$ cat config.mk
export PLATFORM = sky130hd
export DESIGN_NAME = atpr_cell
export DESIGN_NICKNAME = d
export VERILOG_FILES = /design/src/sv/atpr_pkg.sv /design/src/sv/atpr_cell.sv
export VERILOG_INCLUDE_DIRS = /design/src /design/src/sv
export SDC_FILE = /design/constraint.sdc
export NUM_CORES = 1
export LEC_CHECK = 0
export BUFFER_PORTS_ARGS = -buffer_cell sky130_fd_sc_hd__clkbuf_2
export CORE_MARGIN = 2
export CORE_UTILIZATION = 35
export CTS_CLUSTER_DIAMETER = 120
export DETAILED_ROUTE_END_ITERATION = 10
export GPL_ROUTABILITY_DRIVEN = 0
export GPL_TIMING_DRIVEN = 0
export RECOVER_POWER = 25
export SYNTH_ARGS = -nofsm -noshare
export SYNTH_HDL_FRONTEND = slang
export SYNTH_SLANG_ARGS = --single-unit
$ cat constraint.sdc
create_clock -name clk -period 16.8 [get_ports clk]
set_clock_uncertainty 0.05 [all_clocks]
set_input_delay 3.36 -clock clk [delete_from_list [all_inputs] [get_ports clk]]
set_output_delay 3.36 -clock clk [all_outputs]
set_load 0.03 [all_outputs]
$ cat src/sv/accel_tilt_pitch_roll_unit_macros.svh
// Assertion macros shared by the tilt angle unit.
// Each macro expects signals named clk and rst_n in the module that uses it.
`ifndef ACCEL_TILT_PITCH_ROLL_UNIT_MACROS_SVH
`define ACCEL_TILT_PITCH_ROLL_UNIT_MACROS_SVH

// Same-cycle implication, checked out of reset.
`define ATPR_ASSERT_IMPLIES(lbl, ante, cons, msg) \
  lbl: assert property (@(posedge clk) disable iff (!rst_n) (ante) |-> (cons)) \
    else $error(msg);

// Next-cycle implication, checked out of reset.
`define ATPR_ASSERT_NEXT(lbl, ante, cons, msg) \
  lbl: assert property (@(posedge clk) disable iff (!rst_n) (ante) |=> (cons)) \
    else $error(msg);

`endif

$ cat src/sv/atpr_pkg.sv
// Shared types and constants of the tilt angle unit.
// No dependencies; every module of the unit imports this package.
`timescale 1ns / 1ps

package atpr_pkg;

  // Vector lanes hold the input count with 20 fraction bits.
  localparam int VEC_W      = 40;
  localparam int IN_W       = 17;
  localparam int FRAC_SHIFT = 20;
  // Angle accumulator: degrees with 23 fraction bits.
  localparam int ANG_W      = 32;
  localparam int ANG_DROP   = 16;
  localparam int OUT_W      = 16;

  localparam logic signed [ANG_W-1:0] ROUND_BIAS    = 32'sd32768;
  localparam logic signed [IN_W-1:0]  HALF_TURN     = 17'sd23040;
  localparam logic signed [IN_W-1:0]  NEG_HALF_TURN = -17'sd23040;

  typedef struct packed {
    logic signed [VEC_W-1:0] x;
    logic signed [VEC_W-1:0] y;
    logic signed [ANG_W-1:0] z;
    logic signed [IN_W-1:0]  base;   // half-plane offset in 1/128 degree
    logic                    fixed;  // result is the offset alone
  } lane_t;

  typedef struct packed {
    lane_t pitch;
    lane_t roll;
  } pair_t;

  // atan(2^-i) in degrees with 23 fraction bits, for stages 0 to 23.
  function automatic logic signed [ANG_W-1:0] stage_angle(input logic [4:0] idx);
    logic signed [ANG_W-1:0] ang;
    case (idx)
      5'd0:    ang = 32'sd377487360;
      5'd1:    ang = 32'sd222843801;
      5'd2:    ang = 32'sd117744544;
      5'd3:    ang = 32'sd59768969;
      5'd4:    ang = 32'sd30000467;
      5'd5:    ang = 32'sd15014858;
      5'd6:    ang = 32'sd7509261;
      5'd7:    ang = 32'sd3754860;
      5'd8:    ang = 32'sd1877459;
      5'd9:    ang = 32'sd938733;
      5'd10:   ang = 32'sd469367;
      5'd11:   ang = 32'sd234683;
      5'd12:   ang = 32'sd117342;
      5'd13:   ang = 32'sd58671;
      5'd14:   ang = 32'sd29335;
      5'd15:   ang = 32'sd14668;
      5'd16:   ang = 32'sd7334;
      5'd17:   ang = 32'sd3667;
      5'd18:   ang = 32'sd1833;
      5'd19:   ang = 32'sd917;
      5'd20:   ang = 32'sd458;
      5'd21:   ang = 32'sd229;
      5'd22:   ang = 32'sd115;
      5'd23:   ang = 32'sd57;
      default: ang = '0;
    endcase
    return ang;
  endfunction

endpackage

$ cat src/sv/atpr_cell.sv
// One CORDIC vectoring stage for the pitch and roll lanes, with its pipeline register.
// Depends on atpr_pkg and the assertion macro header.
`timescale 1ns / 1ps
`include "accel_tilt_pitch_roll_unit_macros.svh"

module atpr_cell
  import atpr_pkg::*;
#(
  parameter int STAGE = 0
) (
  input  logic  clk,
  input  logic  rst_n,
  input  logic  up_valid,
  output logic  up_ready,
  input  pair_t up_data,
  output logic  dn_valid,
  input  logic  dn_ready,
  output pair_t dn_data
);

  localparam logic signed [ANG_W-1:0] ANG = stage_angle(5'(STAGE));

  logic  v_r;
  pair_t d_r;
  pair_t d_nxt;

  // Rotates toward the x axis; arithmetic shifts round toward minus infinity.
  function automatic lane_t rotate(input lane_t ln);
    lane_t                   res;
    logic signed [VEC_W-1:0] dx;
    logic signed [VEC_W-1:0] dy;
    res = ln;
    dx = ln.y >>> STAGE;
    dy = ln.x >>> STAGE;
    if (ln.y > 0) begin
      res.x = ln.x + dx;
      res.y = ln.y - dy;
      res.z = ln.z + ANG;
    end else begin
      res.x = ln.x - dx;
      res.y = ln.y + dy;
      res.z = ln.z - ANG;
    end
    return res;
  endfunction

  always_comb begin
    d_nxt.pitch = rotate(up_data.pitch);
    d_nxt.roll  = rotate(up_data.roll);
  end

  assign up_ready = !v_r || dn_ready;

  always_ff @(posedge clk) begin
    if (!rst_n) begin
      v_r <= 1'b0;
    end else if (up_ready) begin
      v_r <= up_valid;
    end
  end

  always_ff @(posedge clk) begin
    if (up_ready && up_valid) begin
      d_r <= d_nxt;
    end
  end

  assign dn_valid = v_r;
  assign dn_data  = d_r;

  // The x component only ever grows from a non-negative start.
  `ATPR_ASSERT_IMPLIES(a_x_nonneg, v_r, !d_r.pitch.x[VEC_W-1] && !d_r.roll.x[VEC_W-1], "x went negative")

endmodule

==> run metrics <==
crit path max fanout=13; Most common cell on crit path=a21oi_1; Starting Density=roughly 36%; Main synth FF type=edfxtp_1; Tmin final=8.471 ns; first-pass GRT wire length=approximately 130000 um; Top Ports=526; Power Dens Cells=slightly below 90 nW/um^2; Worst setup SP type=input port; largest net degree at the start of global routing=72; cts repair resizes=0; clk sinks=between 200 and 300; critical path, cell by cell=clkbuf_2 > nor4_1 > nand4_1 > nor3_1 > or2_2 > clkbuf_1 > clkbuf_1 > buf_1 > ha_1 > a21o_1 > a21oi_1 > o21ai_0 > a21oi_1 > o21bai_1 > a21oi_1 > xnor2_1; hold buffer count at cts=0; Post-synth EDFFs=258; switching pwr=just under 1000 uW; Mapped Cells=roughly 2.6k; final slew viol count=128; relative slew slack=-105.1%; violated checks=capacitance limit, slew limit; Yosys cell types=between 80 and 90; crit path DAT=8.75 ns; vias post-DR=approximately 23k; most instantiated cells after synthesis=a21oi_1, edfxtp_1, inv_1, ha_1, nor2_1; Placed Area=between 20000 and 30000 um^2; chip width=260.2 um; clock group share of total power=28.4%; CP required=approximately 17 ns; outcome=finished, violations left; routed len/inst=around 23 um; hold crit path type=reg2reg; CP Class=in2reg; average vias per placed instance=about 5.6; Final Net Count=3679; CP Capture Type=register; grt total ovfl=0; Pre-antenna DRT Iters=7; number of synthesis warnings=0; Synth area leaders=edfxtp_1, ha_1, a21oi_1; TritonCTS clock tree=yes; ANT nets after route=0; Clock Tree Buf Depth=3; detailed placement HPWL=73650 um; total length of routed wires=approximately 91000 um; Sw Share=between 30 and 40%; num rows=93; maxcap violations=3; setup TNS=0 ns; number of remaining DRC errors=0; static leakage=around 0.012 uW; Yosys top cell area share=33.71%; sequential area share after synthesis=33.80%; Comb pwr share=37.8%; number of global-route vias before repair=around 21k; Crit path largest cell delay=approximately 0.9 ns; count leader, synth=a21oi_1; Syn-to-layout area delta=20.99%; clock slew at reported path FFs=0.06 ns; Async S/R FF share, synth=0%; fillers=roughly 6.6k; DR iter-0 viols=2352; synthesized flop and latch total=between 200 and 300; Worst Path Buf+Inv=4; Cell Area, Synth=around 23000 um^2; Die Ht=approximately 260 um; antenna violations before repair=19; postcts setup bufs=0; H-tree levels=1; Syn Area/Cell=just under 9 um^2; clk_lat worst skew=0.60 ns; IR drop worst, VDD=between 80 and 90 uV; core area=between 60000 and 70000 um^2; CTS buffer count=31; I/O Buffers=525; family with the most delay on the worst path=buffers and inverters; Final setup viols=0; worst slew pin tran=3.074 ns; cell-internal power=between 1500 and 2000 uW; die area=between 60000 and 70000 um^2; maximum operating frequency=~0.12 GHz; slowest cell on the critical path=buf_1; share of layout cells above drive strength 1=a little over a fifth; cell area after layout=27810 um^2; Post-Syn Nets=~3.1k; RSZ-0062 raised after global routing=false; final hold violation count=0; Reg power frac=about 34%; largest area contributor in the synthesized netlist=edfxtp_1; fin crit share=50.43%; Root Buffer Master=clkbuf_16; GRT Util Overall=25.46%
[tightest hold or removal path: cells and delay by family (launching register included)]
kind	cells	cell delay [ns]
flip-flops	1	0.31
AND/OR/NAND/NOR	1	0.10
AO/OA/AOI/OAI	1	0.09
[flip-flops by register name, summed over array words and instances (netlist names)]
name,count
dn_data,258
dn_valid,1
[stage by stage]
stage	hold slack, ns	utilization, %	setup slack, ns	instances	power [uW]
global placement	0.4886	41.24	3.798	3969	1779
floorplan	0.8346	-	6.514	2589	1462
finish	0.5007	42.98	8.329	4042	2480
CTS	0.5109	43.04	8.523	4031	2487
detailed placement	0.4989	41.41	7.897	3973	1768
global route	0.6059	42.96	8.307	4038	2593
[layer usage]
layer	vias up	global-route usage, %	part of all wire (%)
met5	-	0	0.10
met4	18	10.22	4.5
met3	250	6.296	10
met2	1259	38.98	43
met1	10650	34.32	42
li1	10500	-	-
[layout by cell type, fill, tap and decap left out, types with 8 or more instances in the layout]
cell,synthesis,routed
a211oi_1,32,32
a21o_1,53,53
a21oi_1,346,346
a311oi_1,8,8
a31oi_1,21,21
and3_1,8,8
buf_1,18,18
buf_2,39,39
clkbuf_1,49,69
clkbuf_16,0,31
clkbuf_2,0,513
diode_2,0,11
edfxtp_1,258,258
fa_1,8,8
ha_1,256,256
inv_1,257,257
mux2i_1,37,37
nand2_1,139,139
nand2b_1,24,24
nand3_1,26,26
nand4_1,41,41
nor2_1,184,184
nor2b_1,33,33
nor3_1,50,50
nor4_1,36,36
o211ai_1,25,25
o21a_1,22,22
o21ai_0,171,171
o21ai_1,10,10
o21bai_1,61,61
o221ai_1,10,10
o22ai_1,8,8
o31ai_1,13,13
or2_2,9,9
or3_1,18,18
xnor2_1,143,143
xor2_1,27,27
[cells by family after synthesis]
logic type	after synthesis	share of synthesized area (%)
buf+inv	376	6.501
fa+ha+maj	264	14.63
mux	37	1.612
compound gates	883	24.23
flops	259	33.80
xor+xnor	170	6.479
simple gates	600	12.75
[power by group through the flow]
stage | Sequential [uW] | Clock [uW] | Combinational (uW)
global route | 846 | 747 | 1000
global placement | 864 | 0 | 915
floorplan | 1000 | 0 | 458
CTS | 839 | 724 | 924
finish | 839 | 703 | 937
detailed placement | 851 | 0 | 917
[area by class of cell]
type / count / area, um^2 / area share [%]
Tap cell: 855 / 1070 / 3.847
Buffer: 114 / 510.5 / 1.836
Timing Repair Buffer: 529 / 2675 / 9.621
Multi-Input combinational cell: 1954 / 13720 / 49.34
Inverter: 262 / 983.4 / 3.537
Sequential cell: 259 / 7767 / 27.94
Clock inverter: 20 / 240.2 / 0.8640
Antenna cell: 11 / 27.53 / 0.09900
Clock buffer: 38 / 812.0 / 2.920
[worst paths after layout]
path / from / end / slack [ns] / cells past startpoint
setup / recovery: up_data[213] / dn_data[178] / 8.33 / 16
hold reg to reg: dn_valid / dn_valid / 0.50 / 2
hold / removal: dn_valid / dn_valid / 0.50 / 2
setup reg to reg: dn_valid / dn_data[217] / 11.49 / 4
Note: power is estimated with default switching activity, not from simulation.
