$ cat src/sv/accel_tilt_pitch_roll_unit_macros.svh
// Assertion macros shared by the tilt angle unit.
// Each macro expects signals named clk and rst_n in the module that uses it.
`ifndef ACCEL_TILT_PITCH_ROLL_UNIT_MACROS_SVH
`define ACCEL_TILT_PITCH_ROLL_UNIT_MACROS_SVH

// Same-cycle implication, checked out of reset.
`define ATPR_ASSERT_IMPLIES(lbl, ante, cons, msg) \
  lbl: assert property (@(posedge clk) disable iff (!rst_n) (ante) |-> (cons)) \
    else $error(msg);

// Next-cycle implication, checked out of reset.
`define ATPR_ASSERT_NEXT(lbl, ante, cons, msg) \
  lbl: assert property (@(posedge clk) disable iff (!rst_n) (ante) |=> (cons)) \
    else $error(msg);

`endif

$ cat src/sv/atpr_pkg.sv
// Shared types and constants of the tilt angle unit.
// No dependencies; every module of the unit imports this package.
`timescale 1ns / 1ps

package atpr_pkg;

  // Vector lanes hold the input count with 20 fraction bits.
  localparam int VEC_W      = 40;
  localparam int IN_W       = 17;
  localparam int FRAC_SHIFT = 20;
  // Angle accumulator: degrees with 23 fraction bits.
  localparam int ANG_W      = 32;
  localparam int ANG_DROP   = 16;
  localparam int OUT_W      = 16;

  localparam logic signed [ANG_W-1:0] ROUND_BIAS    = 32'sd32768;
  localparam logic signed [IN_W-1:0]  HALF_TURN     = 17'sd23040;
  localparam logic signed [IN_W-1:0]  NEG_HALF_TURN = -17'sd23040;

  typedef struct packed {
    logic signed [VEC_W-1:0] x;
    logic signed [VEC_W-1:0] y;
    logic signed [ANG_W-1:0] z;
    logic signed [IN_W-1:0]  base;   // half-plane offset in 1/128 degree
    logic                    fixed;  // result is the offset alone
  } lane_t;

  typedef struct packed {
    lane_t pitch;
    lane_t roll;
  } pair_t;

  // atan(2^-i) in degrees with 23 fraction bits, for stages 0 to 23.
  function automatic logic signed [ANG_W-1:0] stage_angle(input logic [4:0] idx);
    logic signed [ANG_W-1:0] ang;
    case (idx)
      5'd0:    ang = 32'sd377487360;
      5'd1:    ang = 32'sd222843801;
      5'd2:    ang = 32'sd117744544;
      5'd3:    ang = 32'sd59768969;
      5'd4:    ang = 32'sd30000467;
      5'd5:    ang = 32'sd15014858;
      5'd6:    ang = 32'sd7509261;
      5'd7:    ang = 32'sd3754860;
      5'd8:    ang = 32'sd1877459;
      5'd9:    ang = 32'sd938733;
      5'd10:   ang = 32'sd469367;
      5'd11:   ang = 32'sd234683;
      5'd12:   ang = 32'sd117342;
      5'd13:   ang = 32'sd58671;
      5'd14:   ang = 32'sd29335;
      5'd15:   ang = 32'sd14668;
      5'd16:   ang = 32'sd7334;
      5'd17:   ang = 32'sd3667;
      5'd18:   ang = 32'sd1833;
      5'd19:   ang = 32'sd917;
      5'd20:   ang = 32'sd458;
      5'd21:   ang = 32'sd229;
      5'd22:   ang = 32'sd115;
      5'd23:   ang = 32'sd57;
      default: ang = '0;
    endcase
    return ang;
  endfunction

endpackage

$ cat src/sv/atpr_post.sv
// Output stage of the tilt angle unit: rounds, adds the half-plane offset, clamps and negates roll.
// Depends on atpr_pkg and the assertion macro header.
`timescale 1ns / 1ps
`include "accel_tilt_pitch_roll_unit_macros.svh"

module atpr_post
  import atpr_pkg::*;
(
  input  logic                    clk,
  input  logic                    rst_n,
  input  logic                    up_valid,
  output logic                    up_ready,
  input  pair_t                   up_data,
  output logic                    out_valid,
  input  logic                    out_stall,
  output logic signed [OUT_W-1:0] pitch_angle,
  output logic signed [OUT_W-1:0] roll_angle
);

  logic                    out_valid_r;
  logic signed [OUT_W-1:0] pitch_r;
  logic signed [OUT_W-1:0] roll_r;
  logic signed [IN_W-1:0]  pitch_nxt;
  logic signed [IN_W-1:0]  roll_ang;
  logic signed [IN_W-1:0]  roll_nxt;

  function automatic logic signed [IN_W-1:0] finish(input lane_t ln);
    logic signed [ANG_W-1:0] zr;
    logic signed [IN_W-1:0]  sum;
    logic signed [IN_W-1:0]  res;
    zr  = (ln.z + ROUND_BIAS) >>> ANG_DROP;
    sum = ln.base + zr[IN_W-1:0];
    if (ln.fixed) begin
      res = ln.base;
    end else if (sum > HALF_TURN) begin
      res = HALF_TURN;
    end else if (sum < NEG_HALF_TURN) begin
      res = NEG_HALF_TURN;
    end else begin
      res = sum;
    end
    return res;
  endfunction

  always_comb begin
    pitch_nxt = finish(up_data.pitch);
    roll_ang  = finish(up_data.roll);
    roll_nxt  = -roll_ang;
  end

  assign up_ready = !out_valid_r || !out_stall;

  always_ff @(posedge clk) begin
    if (!rst_n) begin
      out_valid_r <= 1'b0;
    end else if (up_ready) begin
      out_valid_r <= up_valid;
    end
  end

  always_ff @(posedge clk) begin
    if (up_ready && up_valid) begin
      pitch_r <= pitch_nxt[OUT_W-1:0];
      roll_r  <= roll_nxt[OUT_W-1:0];
    end
  end

  assign out_valid   = out_valid_r;
  assign pitch_angle = pitch_r;
  assign roll_angle  = roll_r;

  `ATPR_ASSERT_NEXT(a_load_shows, up_valid && up_ready, out_valid_r, "request lost at output")
  `ATPR_ASSERT_IMPLIES(a_range, out_valid_r, (pitch_r <= 16'sd23040) && (pitch_r >= -16'sd23040) && (roll_r <= 16'sd23040) && (roll_r >= -16'sd23040), "angle out of range")

endmodule

$ cat config.mk
export PLATFORM = sky130hd
export DESIGN_NAME = atpr_post
export DESIGN_NICKNAME = d
export VERILOG_FILES = /design/src/sv/atpr_pkg.sv /design/src/sv/atpr_post.sv
export VERILOG_INCLUDE_DIRS = /design/src /design/src/sv
export SDC_FILE = /design/constraint.sdc
export NUM_CORES = 1
export LEC_CHECK = 0
export ABC_AREA = 1
export BUFFER_PORTS_ARGS = -buffer_cell sky130_fd_sc_hd__buf_2
export CORE_AREA = 2 2 114 116
export CTS_BUF_LIST = sky130_fd_sc_hd__clkbuf_4 sky130_fd_sc_hd__clkbuf_8
export DETAILED_ROUTE_END_ITERATION = 10
export DIE_AREA = 0 0 116 118
export GPL_ROUTABILITY_DRIVEN = 0
export HOLD_SLACK_MARGIN = 0.15
export PLACE_DENSITY = 0.8
export SYNTH_ARGS = -nofsm -noshare
export SYNTH_HDL_FRONTEND = slang
export SYNTH_SLANG_ARGS = --single-unit
$ cat constraint.sdc
create_clock -name clk -period 7.5 [get_ports clk]
set_input_delay 1.125 -clock clk [delete_from_list [all_inputs] [get_ports clk]]
set_output_delay 1.125 -clock clk [all_outputs]
set_load 0.005 [all_outputs]
==> flow_summary_export.csv <==
group,metric,value,unit
run_status,status,"finished clean",
cts,cts_root_buf,"clkbuf_8",
critical_path,start_kind,"primary input",
critical_path,crit_slowest_cell,"ha_1",
sta,fin_skew,6.49,ps
cts,htreeDepth,2,
finish,finalInstanceArea,5800,sq um
cts,cts-resized-gates,0,
cts,cts_buffers,5,
synth,syn-instance-count,774,
route,vias,4991,
grt,grt_max_degree,33,
route,drt_first_pass_iters,5,
synth,yosys_warnings,0,
route,drt-vias-per-instance,4.74,
route,initialDrtViolationCount,370,
grt,antenna_found_initial,1,
floorplanning,rows,41,
synth,async_reset_ff_share,0,%
synth,syn_area,5020,sq um
grt,grt_pass1_vias,4478,
grt,grt_first_pass_wirelength,19700,um
synth,synth_most_common_cell,"nand2_1",
placed_design,dpl_worst_slack,1950,ps
sta,fin_tns_setup,0,ps
critical_path,regToRegSetupSlack,5970,ps
power,peakVddDrop,0.0000686,V
synth,synth_cell_types,45,
synth,synth_top_cells_by_count,"nand2_1 (266), inv_1 (108), nor2_1 (62), nand3_1 (52), ha_1 (37)",
route,drtAntennaViolNets,0,
power,cellPowerDensity,147,nW/um^2
sta,hold_viol,0,
sta,period_share,70.1,%
cts,clock_latency,280,ps
floorplanning,dieWidth,116,um
placed_design,port-buffer-count,107,
synth,synth_seq_cells,33,
critical_path,worstPathMaxFanout,12,
cts,cts_hold_buffers,0,
cts,cts_tree,"yes",
placed_design,placed_area,5690,sq um
finish,fillers,1311,
floorplanning,die_area,13700,sq um
finish,syn2layout_area_growth,15.4,%
critical_path,path_class,"in -> reg",
flow_run,maxCapViolCount,0,
synth,yosysTopAreaCellShare,19.9,%
synth,syn-num-nets,1077,
synth,yosys.area.top_type,"nand2_1",
power,comb_power_share,54.3,%
finish,post-route-util,46.7,%
power,power_frac_seq,28.3,%
floorplanning,fp.dieH,118,um
floorplanning,start_util,40.4,%
synth,ys_seq_area_share,19.5,%
critical_path,crit_required,7540,ps
cts,cts_buffer_depth,2,
sta,period_minus_slack,5260,ps
grt,grt_use_total,17.4,%
finish,drive_gt1_share,21.2,%
critical_path,worstPathArrival,5290,ps
floorplanning,io_pins,298,
power,clkPwrFrac,17.4,%
sta,setup_viol,0,
sta,rsz0062_at_grt,"false",
grt,grt_overflow,0,
route,wl_per_cell,11.1,um
critical_path,cpPeakStageDelay,350,ps
sta,slew_headroom,33.1,%
power,total_power,0.000850,W
synth,synthTopCellsByArea,"nand2_1 (20%), edfxtp_1 (19%), ha_1 (9.2%)",
sta,fin_ws,2240,ps
finish,nets,1183,
cts,cts_setup_buffers,0,
sta,fmax,190,MHz
cts,clkSinkCount,33,
synth,synth-main-ff-cell,"edfxtp_1",
placed_design,dpl.hpwl,10300,um
critical_path,path_common_cell,"nand2_1",
sta,final_max_slew_viol_count,0,
floorplanning,core,12400,sq um
power,p_switching,0.000366,W
route,drc_errors,0,
critical_path,endpoint_kind,"flip-flop",
route,routed_wl,11800,um
cts,clk_pin_slew,70,ps
power,switching_share,43.1,%
min_path,hold_class,"reg -> reg",
sta,tightest_slew,1000,ps
power,cell_internal_pwr,0.000484,W
synth,synth_edf_count,32,
synth,syn_area_per_cell,6.49,sq um
power,p_leak,3.10,nW
==> cell families (layout without fill, tap and decap cells) <==
kind of cell	Yosys count	count (layout)	share of synthesized area (%)
buf+inv	125	232	10.5
other cells	0	1	0
fa+ha+maj	39	39	10.0
compound gates	76	76	9.44
simple gates	457	457	42.3
xor+xnor	44	44	8.12
flops	33	33	19.5
==> path summary, 6_finish.rpt <==
check,from,endpoint,depth (start not counted)
hold reg to reg,out_valid,out_valid,2
hold / removal,out_valid,out_valid,2
setup / recovery,up_data[35],roll_angle[12],30
setup reg to reg,out_valid,roll_angle[5],1
==> state kept, by name, summed over array words and instances (netlist names) <==
name         cells
pitch_angle     16
roll_angle      16
out_valid        1
==> through the flow <==
step / hold slack [ps] / instances
6_report: 550 / 1054
4_1_cts: 559 / 1053
3_5_place_dp: 547 / 1045
5_1_grt: 591 / 1053
3_3_place_gp: 521 / 1045
2_1_floorplan: 516 / 774
==> area by class of cell <==
class,instances,area (sq um),area share [%]
Antenna cell,1,2.50,0.0432
Clock buffer,7,96.3,1.66
Clock inverter,1,5.00,0.0863
Inverter,117,439,7.58
Multi-Input combinational cell,616,3520,60.8
Sequential cell,33,981,16.9
Tap cell,172,215,3.71
Timing Repair Buffer,107,536,9.24
==> cell usage in the layout, fill, tap and decap left out, types with 3 or more instances in the layout <==
| cell | count |
|---|---|
| nand3b_1 | 9 |
| inv_1 | 108 |
| nand2_2 | 10 |
| nand2_4 | 7 |
| inv_2 | 8 |
| o21ai_1 | 5 |
| o21bai_1 | 3 |
| or2_2 | 5 |
| o21ai_0 | 10 |
| xor2_1 | 30 |
| nand3_2 | 8 |
| clkbuf_8 | 7 |
| a21oi_1 | 35 |
| nor2_2 | 5 |
| nand4_1 | 14 |
| nor3_1 | 8 |
| nor2_1 | 62 |
| nand3_1 | 52 |
| buf_2 | 107 |
| nand2_1 | 266 |
| ha_1 | 37 |
| xnor2_1 | 11 |
| nor2_4 | 3 |
| edfxtp_1 | 32 |
| o21ai_2 | 10 |
==> per-layer routing <==
layer  GRT usage, %  up-vias  wire length, um
li1               -     2696                -
met1           24.1     2175             5540
met2           28.2      114             5400
met3           2.83        6              725
met4           4.32        0               85
met5              0        -                0
==> power groups by stage <==
stage | Combinational [W] | Clock [W] | Sequential (W)
floorplan | 0.000352 | 0 | 0.000247
global placement | 0.000450 | 0 | 0.000245
detailed placement | 0.000460 | 0 | 0.000245
CTS | 0.000462 | 0.000152 | 0.000241
global route | 0.000527 | 0.000156 | 0.000243
finish | 0.000462 | 0.000148 | 0.000240
==> critical path: cells and delay by family <==
kind                       cells  cell delay, ps
xor gates and xnor gates       1             140
AOI/OAI and AO/OA              2             410
adders and majority gates      2             540
and+or+nand+nor               19            2580
buffers and inverters          6             480
No activity file was read; power rests on OpenSTA's default activity.
