**config.mk**
```make
export PLATFORM = sky130hd
export DESIGN_NAME = atpr_prep
export DESIGN_NICKNAME = d
export VERILOG_FILES = /design/src/sv/accel_tilt_pitch_roll_unit_macros.svh /design/src/sv/atpr_pkg.sv /design/src/sv/atpr_prep.sv
export SDC_FILE = /design/constraint.sdc
export NUM_CORES = 1
export LEC_CHECK = 0
export ABC_CLOCK_PERIOD_IN_PS = 4100
export BUFFER_PORTS_ARGS = -buffer_cell sky130_fd_sc_hd__buf_2
export CORE_AREA = 2 2 121 123
export CTS_BUF_LIST = sky130_fd_sc_hd__clkbuf_4
export CTS_CLUSTER_DIAMETER = 80
export CTS_CLUSTER_SIZE = 10
export DETAILED_ROUTE_END_ITERATION = 10
export DIE_AREA = 0 0 123 125
export PLACE_DENSITY = 0.76
export SYNTH_ARGS = -nofsm -noshare
export SYNTH_HDL_FRONTEND = slang
export SYNTH_SLANG_ARGS = --single-unit
```
**constraint.sdc**
```tcl
create_clock -name clk -period 4.1 [get_ports clk]
set_input_delay 0.205 -clock clk [delete_from_list [all_inputs] [get_ports clk]]
set_output_delay 0.205 -clock clk [all_outputs]
set_load 0.02 [all_outputs]
```
**src/sv/accel_tilt_pitch_roll_unit_macros.svh**
```systemverilog
// Assertion macros shared by the tilt angle unit.
// Each macro expects signals named clk and rst_n in the module that uses it.
`ifndef ACCEL_TILT_PITCH_ROLL_UNIT_MACROS_SVH
`define ACCEL_TILT_PITCH_ROLL_UNIT_MACROS_SVH

// Same-cycle implication, checked out of reset.
`define ATPR_ASSERT_IMPLIES(lbl, ante, cons, msg) \
  lbl: assert property (@(posedge clk) disable iff (!rst_n) (ante) |-> (cons)) \
    else $error(msg);

// Next-cycle implication, checked out of reset.
`define ATPR_ASSERT_NEXT(lbl, ante, cons, msg) \
  lbl: assert property (@(posedge clk) disable iff (!rst_n) (ante) |=> (cons)) \
    else $error(msg);

`endif

```
**src/sv/atpr_pkg.sv**
```systemverilog
// Shared types and constants of the tilt angle unit.
// No dependencies; every module of the unit imports this package.
`timescale 1ns / 1ps

package atpr_pkg;

  // Vector lanes hold the input count with 20 fraction bits.
  localparam int VEC_W      = 40;
  localparam int IN_W       = 17;
  localparam int FRAC_SHIFT = 20;
  // Angle accumulator: degrees with 23 fraction bits.
  localparam int ANG_W      = 32;
  localparam int ANG_DROP   = 16;
  localparam int OUT_W      = 16;

  localparam logic signed [ANG_W-1:0] ROUND_BIAS    = 32'sd32768;
  localparam logic signed [IN_W-1:0]  HALF_TURN     = 17'sd23040;
  localparam logic signed [IN_W-1:0]  NEG_HALF_TURN = -17'sd23040;

  typedef struct packed {
    logic signed [VEC_W-1:0] x;
    logic signed [VEC_W-1:0] y;
    logic signed [ANG_W-1:0] z;
    logic signed [IN_W-1:0]  base;   // half-plane offset in 1/128 degree
    logic                    fixed;  // result is the offset alone
  } lane_t;

  typedef struct packed {
    lane_t pitch;
    lane_t roll;
  } pair_t;

  // atan(2^-i) in degrees with 23 fraction bits, for stages 0 to 23.
  function automatic logic signed [ANG_W-1:0] stage_angle(input logic [4:0] idx);
    logic signed [ANG_W-1:0] ang;
    case (idx)
      5'd0:    ang = 32'sd377487360;
      5'd1:    ang = 32'sd222843801;
      5'd2:    ang = 32'sd117744544;
      5'd3:    ang = 32'sd59768969;
      5'd4:    ang = 32'sd30000467;
      5'd5:    ang = 32'sd15014858;
      5'd6:    ang = 32'sd7509261;
      5'd7:    ang = 32'sd3754860;
      5'd8:    ang = 32'sd1877459;
      5'd9:    ang = 32'sd938733;
      5'd10:   ang = 32'sd469367;
      5'd11:   ang = 32'sd234683;
      5'd12:   ang = 32'sd117342;
      5'd13:   ang = 32'sd58671;
      5'd14:   ang = 32'sd29335;
      5'd15:   ang = 32'sd14668;
      5'd16:   ang = 32'sd7334;
      5'd17:   ang = 32'sd3667;
      5'd18:   ang = 32'sd1833;
      5'd19:   ang = 32'sd917;
      5'd20:   ang = 32'sd458;
      5'd21:   ang = 32'sd229;
      5'd22:   ang = 32'sd115;
      5'd23:   ang = 32'sd57;
      default: ang = '0;
    endcase
    return ang;
  endfunction

endpackage

```
**src/sv/atpr_prep.sv**
```systemverilog
// Input stage of the tilt angle unit: folds both vectors into the right half plane.
// Depends on atpr_pkg.
`timescale 1ns / 1ps

module atpr_prep
  import atpr_pkg::*;
(
  input  logic                    clk,
  input  logic                    rst_n,
  input  logic                    up_valid,
  output logic                    up_ready,
  input  logic signed [OUT_W-1:0] accel_x,
  input  logic signed [OUT_W-1:0] accel_y,
  input  logic signed [OUT_W-1:0] accel_z,
  output logic                    dn_valid,
  input  logic                    dn_ready,
  output pair_t                   dn_data
);

  logic  v_r;
  pair_t d_r;
  pair_t d_nxt;

  // Sets up the vector for atan2(a, b).
  function automatic lane_t fold(input logic signed [IN_W-1:0] a,
                                 input logic signed [IN_W-1:0] b);
    lane_t                  ln;
    logic signed [IN_W-1:0] vx;
    logic signed [IN_W-1:0] vy;
    ln.base = '0;
    vx = b;
    vy = a;
    if (b < 0) begin
      ln.base = (a >= 0) ? HALF_TURN : NEG_HALF_TURN;
      vx = -b;
      vy = -a;
    end
    // A zero first argument leaves only the offset, which covers the origin too.
    ln.fixed = (a == 0);
    ln.x = {{(VEC_W-IN_W-FRAC_SHIFT){vx[IN_W-1]}}, vx, {FRAC_SHIFT{1'b0}}};
    ln.y = {{(VEC_W-IN_W-FRAC_SHIFT){vy[IN_W-1]}}, vy, {FRAC_SHIFT{1'b0}}};
    ln.z = '0;
    return ln;
  endfunction

  always_comb begin
    d_nxt.pitch = fold({accel_x[OUT_W-1], accel_x}, {accel_z[OUT_W-1], accel_z});
    d_nxt.roll  = fold(-$signed({accel_y[OUT_W-1], accel_y}),
                       {accel_z[OUT_W-1], accel_z});
  end

  assign up_ready = !v_r || dn_ready;

  always_ff @(posedge clk) begin
    if (!rst_n) begin
      v_r <= 1'b0;
    end else if (up_ready) begin
      v_r <= up_valid;
    end
  end

  always_ff @(posedge clk) begin
    if (up_ready && up_valid) begin
      d_r <= d_nxt;
    end
  end

  assign dn_valid = v_r;
  assign dn_data  = d_r;

endmodule

```
==> impl_metrics.csv <==
group,metric,value,unit
setup_path,cp_slowest_cell,"or3b_4",
route,viasPerCell,3.99,
yosys,async_flop_share,0,%
setup_path,critical_path.max_fanout,13,
grt,overflow,0,
route,routed_wirelength,9.82,mm
min_path,holdPathStages,2,
min_path,hp-start,"accel_z[10]",
pwr,max-vdd-ir-drop,90.3,uV
route,first_pass_iters,4,
job,maxCapViolCount,0,
yosys,yosys.area_share.simple,11.5,%
setup_path,worst-setup-path-type,"in -> reg",
clock_network,clkSlewWorstSetupHoldPaths,120,ps
clock_network,clkLatencyLatePin,410,ps
yosys,synth_xor_area_share,10.3,%
floorplan,fp.dieH,125,um
sta,grt_setup_unrepaired,"false",
min_path,hold_path.class,"in -> reg",
setup_path,cp_cell_sequence,"buf_2 -> inv_1 -> ha_1 -> or3b_4 -> or4_1 -> nand3_1 -> nand3b_1 -> nor4_1 -> ha_1 -> nand2_1 -> o21ai_0",
yosys,yosys-top-cells-count,"buf_4, edfxtp_1, xnor2_1",
setup_path,cp.buffers_inverters,2,
setup_path,crit_path_start,"accel_y[0]",
clock_network,root_buffer,"clkbuf_4",
grt,grt_max_degree,35,
place,port_buffers,151,
setup_path,crit_family,"simple AND/OR/NAND/NOR gates",
min_path,min_to,"dn_data[120]",
floorplan,initial_core_util,34.6,%
place,dpl.cell_count,785,
clock_network,cts_sinks,59,
pwr,p_leak,2.32,nW
setup_path,cp-end-kind,"register",
yosys,synth_top_family_by_area,"buffers and inverters",
clock_network,clockBufferDepth,2,
route,vias,3213,
setup_path,start_kind,"input pin",
yosys,synth_compound_area_share,6.75,%
sta,finalSetupViolCount,0,
yosys,ys_warn_count,0,
yosys,synth_flop_cell,"edfxtp_1",
yosys,synth_cell_types,48,
setup_path,r2r_slack,2210,ps
cells_and_area,stdcell_count,806,
setup_path,required,4250,ps
sta,tightestPinTransition,710,ps
sta,min_period,2630,ps
pwr,power_density,312,nW/um2
place,hpwl,7.83,mm
route,ant_nets,0,
yosys,synth_area_per_cell,9.75,um2
yosys,synth.top_cell.area_share,35.5,%
yosys,synthAdderAreaFrac,1.78,%
cells_and_area,n_fill_cell,1453,
clock_network,cts_made_buffers,9,
setup_path,reg2reg_depth,3,
clock_network,post_cts_buffers,0,
yosys,yosysSeqAreaShare,35.9,%
status,status,"completed",
grt,antenna_found_initial,1,
sta,relSlewSlack,52.7,%
route,avgRoutedWirePerCell,12.2,um
grt,grt_pass1_wl,13.9,mm
sta,slew_viol_final,0,
grt,grt_pass1_vias,2713,
place,gp_congestion,0.789,
grt,grt_usage,11.9,%
sta,max_freq,380,MHz
route,drcViolationCount,0,
sta,finalCritPeriodShare,64.2,%
cells_and_area,area_growth,3.18,%
floorplan,die_w,123,um
floorplan,ioPinCount,314,
setup_path,cpMostUsedCell,"ha_1",
setup_path,cpPeakStageDelay,510,ps
route,drtIter0Drc,114,
yosys,synth_area_leader_cell,"edfxtp_1",
clock_network,h-tree-depth,3,
yosys,ys_ff_latch,59,
cells_and_area,final_nets,675,
yosys,synthMuxAreaShare,0,%
sta,hold_viol_final,0,
pwr,total_power,1.58,mW
floorplan,core-area,14200,um2
yosys,syn_inst,504,
floorplan,floorplan.die_area,15400,um2
clock_network,cts_tree,"yes",
yosys,netlist_top_cells_area,"edfxtp_1, buf_4, xnor2_1, xor2_1, nand2_1",
setup_path,reg2reg_from,"dn_valid",
sta,skew,13.1,ps
setup_path,r2r_end,"dn_data[214]",
setup_path,arrival,2790,ps
yosys,synth_enable_flop_cells,58,
sta,fin_tns_setup,0,ps
yosys,syn_area,4910,um2
cells_and_area,drive_gt1_share,29.0,%
yosys,yosysMostFrequentCell,"buf_4",
floorplan,rows,44,
-- timing repair --
item,in CTS,in global routing
gates resized for setup,0,0
endpoints found under the setup margin,0,0
endpoints found under the hold margin,3,0
hold buffers,4,0
-- registers in the layout, indices dropped and copies added, names as in the netlist --
signal,cells
dn_data,58
dn_valid,1
-- cell type report --
class / instances / area (um2) / area share, %
Multi-Input combinational cell: 377 / 2110 / 41.5
Sequential cell: 59 / 1760 / 34.8
Timing Repair Buffer: 157 / 811 / 16.0
Tap cell: 184 / 230 / 4.54
Clock buffer: 9 / 67.6 / 1.33
Clock inverter: 7 / 45.0 / 0.889
Inverter: 12 / 45.0 / 0.889
Antenna cell: 1 / 2.50 / 0.0494
-- cells in the final DEF, fill, tap and decap left out, types with 3 or more instances in the layout --
| cell type | netlist | routed |
|---|---|---|
| conb_1 | 1 | 163 |
| buf_2 | 2 | 151 |
| edfxtp_1 | 58 | 58 |
| xnor2_1 | 41 | 41 |
| nand2_1 | 31 | 31 |
| o21ai_0 | 17 | 17 |
| nor2_1 | 16 | 16 |
| xor2_1 | 15 | 15 |
| inv_1 | 12 | 12 |
| nor3_1 | 10 | 10 |
| o31ai_1 | 10 | 10 |
| clkbuf_4 | 0 | 9 |
| nand3_1 | 8 | 8 |
| nor4_1 | 7 | 7 |
| ha_1 | 7 | 7 |
| nand2b_1 | 5 | 5 |
| or4_1 | 5 | 5 |
| o211ai_1 | 4 | 4 |
| clkinv_2 | 0 | 4 |
| dlygate4sd3_1 | 0 | 4 |
| or3_1 | 3 | 3 |
| a31oi_1 | 3 | 3 |
-- worst max-delay path by stage --
stage / to / slack [ps] / depth (start not counted)
2_1_floorplan: dn_data[86] / 1300 / 13
3_3_place_gp: dn_data[86] / 1130 / 11
3_5_place_dp: dn_data[86] / 1020 / 11
4_1_cts: dn_data[86] / 1500 / 11
5_1_grt: dn_data[86] / 1260 / 11
6_report: dn_data[86] / 1470 / 11
-- where the power goes --
group	switching [mW]	internal [mW]	total, mW	leakage, nW
Sequential	0.0153	0.724	0.739	0.572
Combinational	0.364	0.124	0.488	1.68
Clock	0.233	0.122	0.355	0.0654
Total	0.612	0.970	1.58	2.32
-- per-stage QoR --
step	hold slack (ps)	utilization [%]	setup slack (ps)	cell area, um2
2_1_floorplan	304	-	1300	5520
3_3_place_gp	436	34.6	1130	4910
3_5_place_dp	434	34.6	1020	4910
4_1_cts	46.1	35.7	1500	5070
5_1_grt	55.7	35.7	1260	5070
6_report	88.9	35.7	1470	5070
-- routing by layer --
layer	wire (um)	share of wire [%]	track usage, %
met1	3830	39	13.8
met5	0	0	0
met3	716	7.3	2.97
met4	141	1.4	5.15
met2	5140	52	20.5
-- logic make-up (layout without fill, tap and decap cells) --
kind of cell / count (synthesis) / after routing
buffers and inverters: 230 / 185
AND/OR/NAND/NOR: 102 / 102
flip-flops: 59 / 59
XOR/XNOR: 57 / 57
AO/OA/AOI/OAI: 48 / 48
adder cells (fa/ha/maj): 7 / 7
other: 1 / 164
No activity file was read; power rests on OpenSTA's default activity.
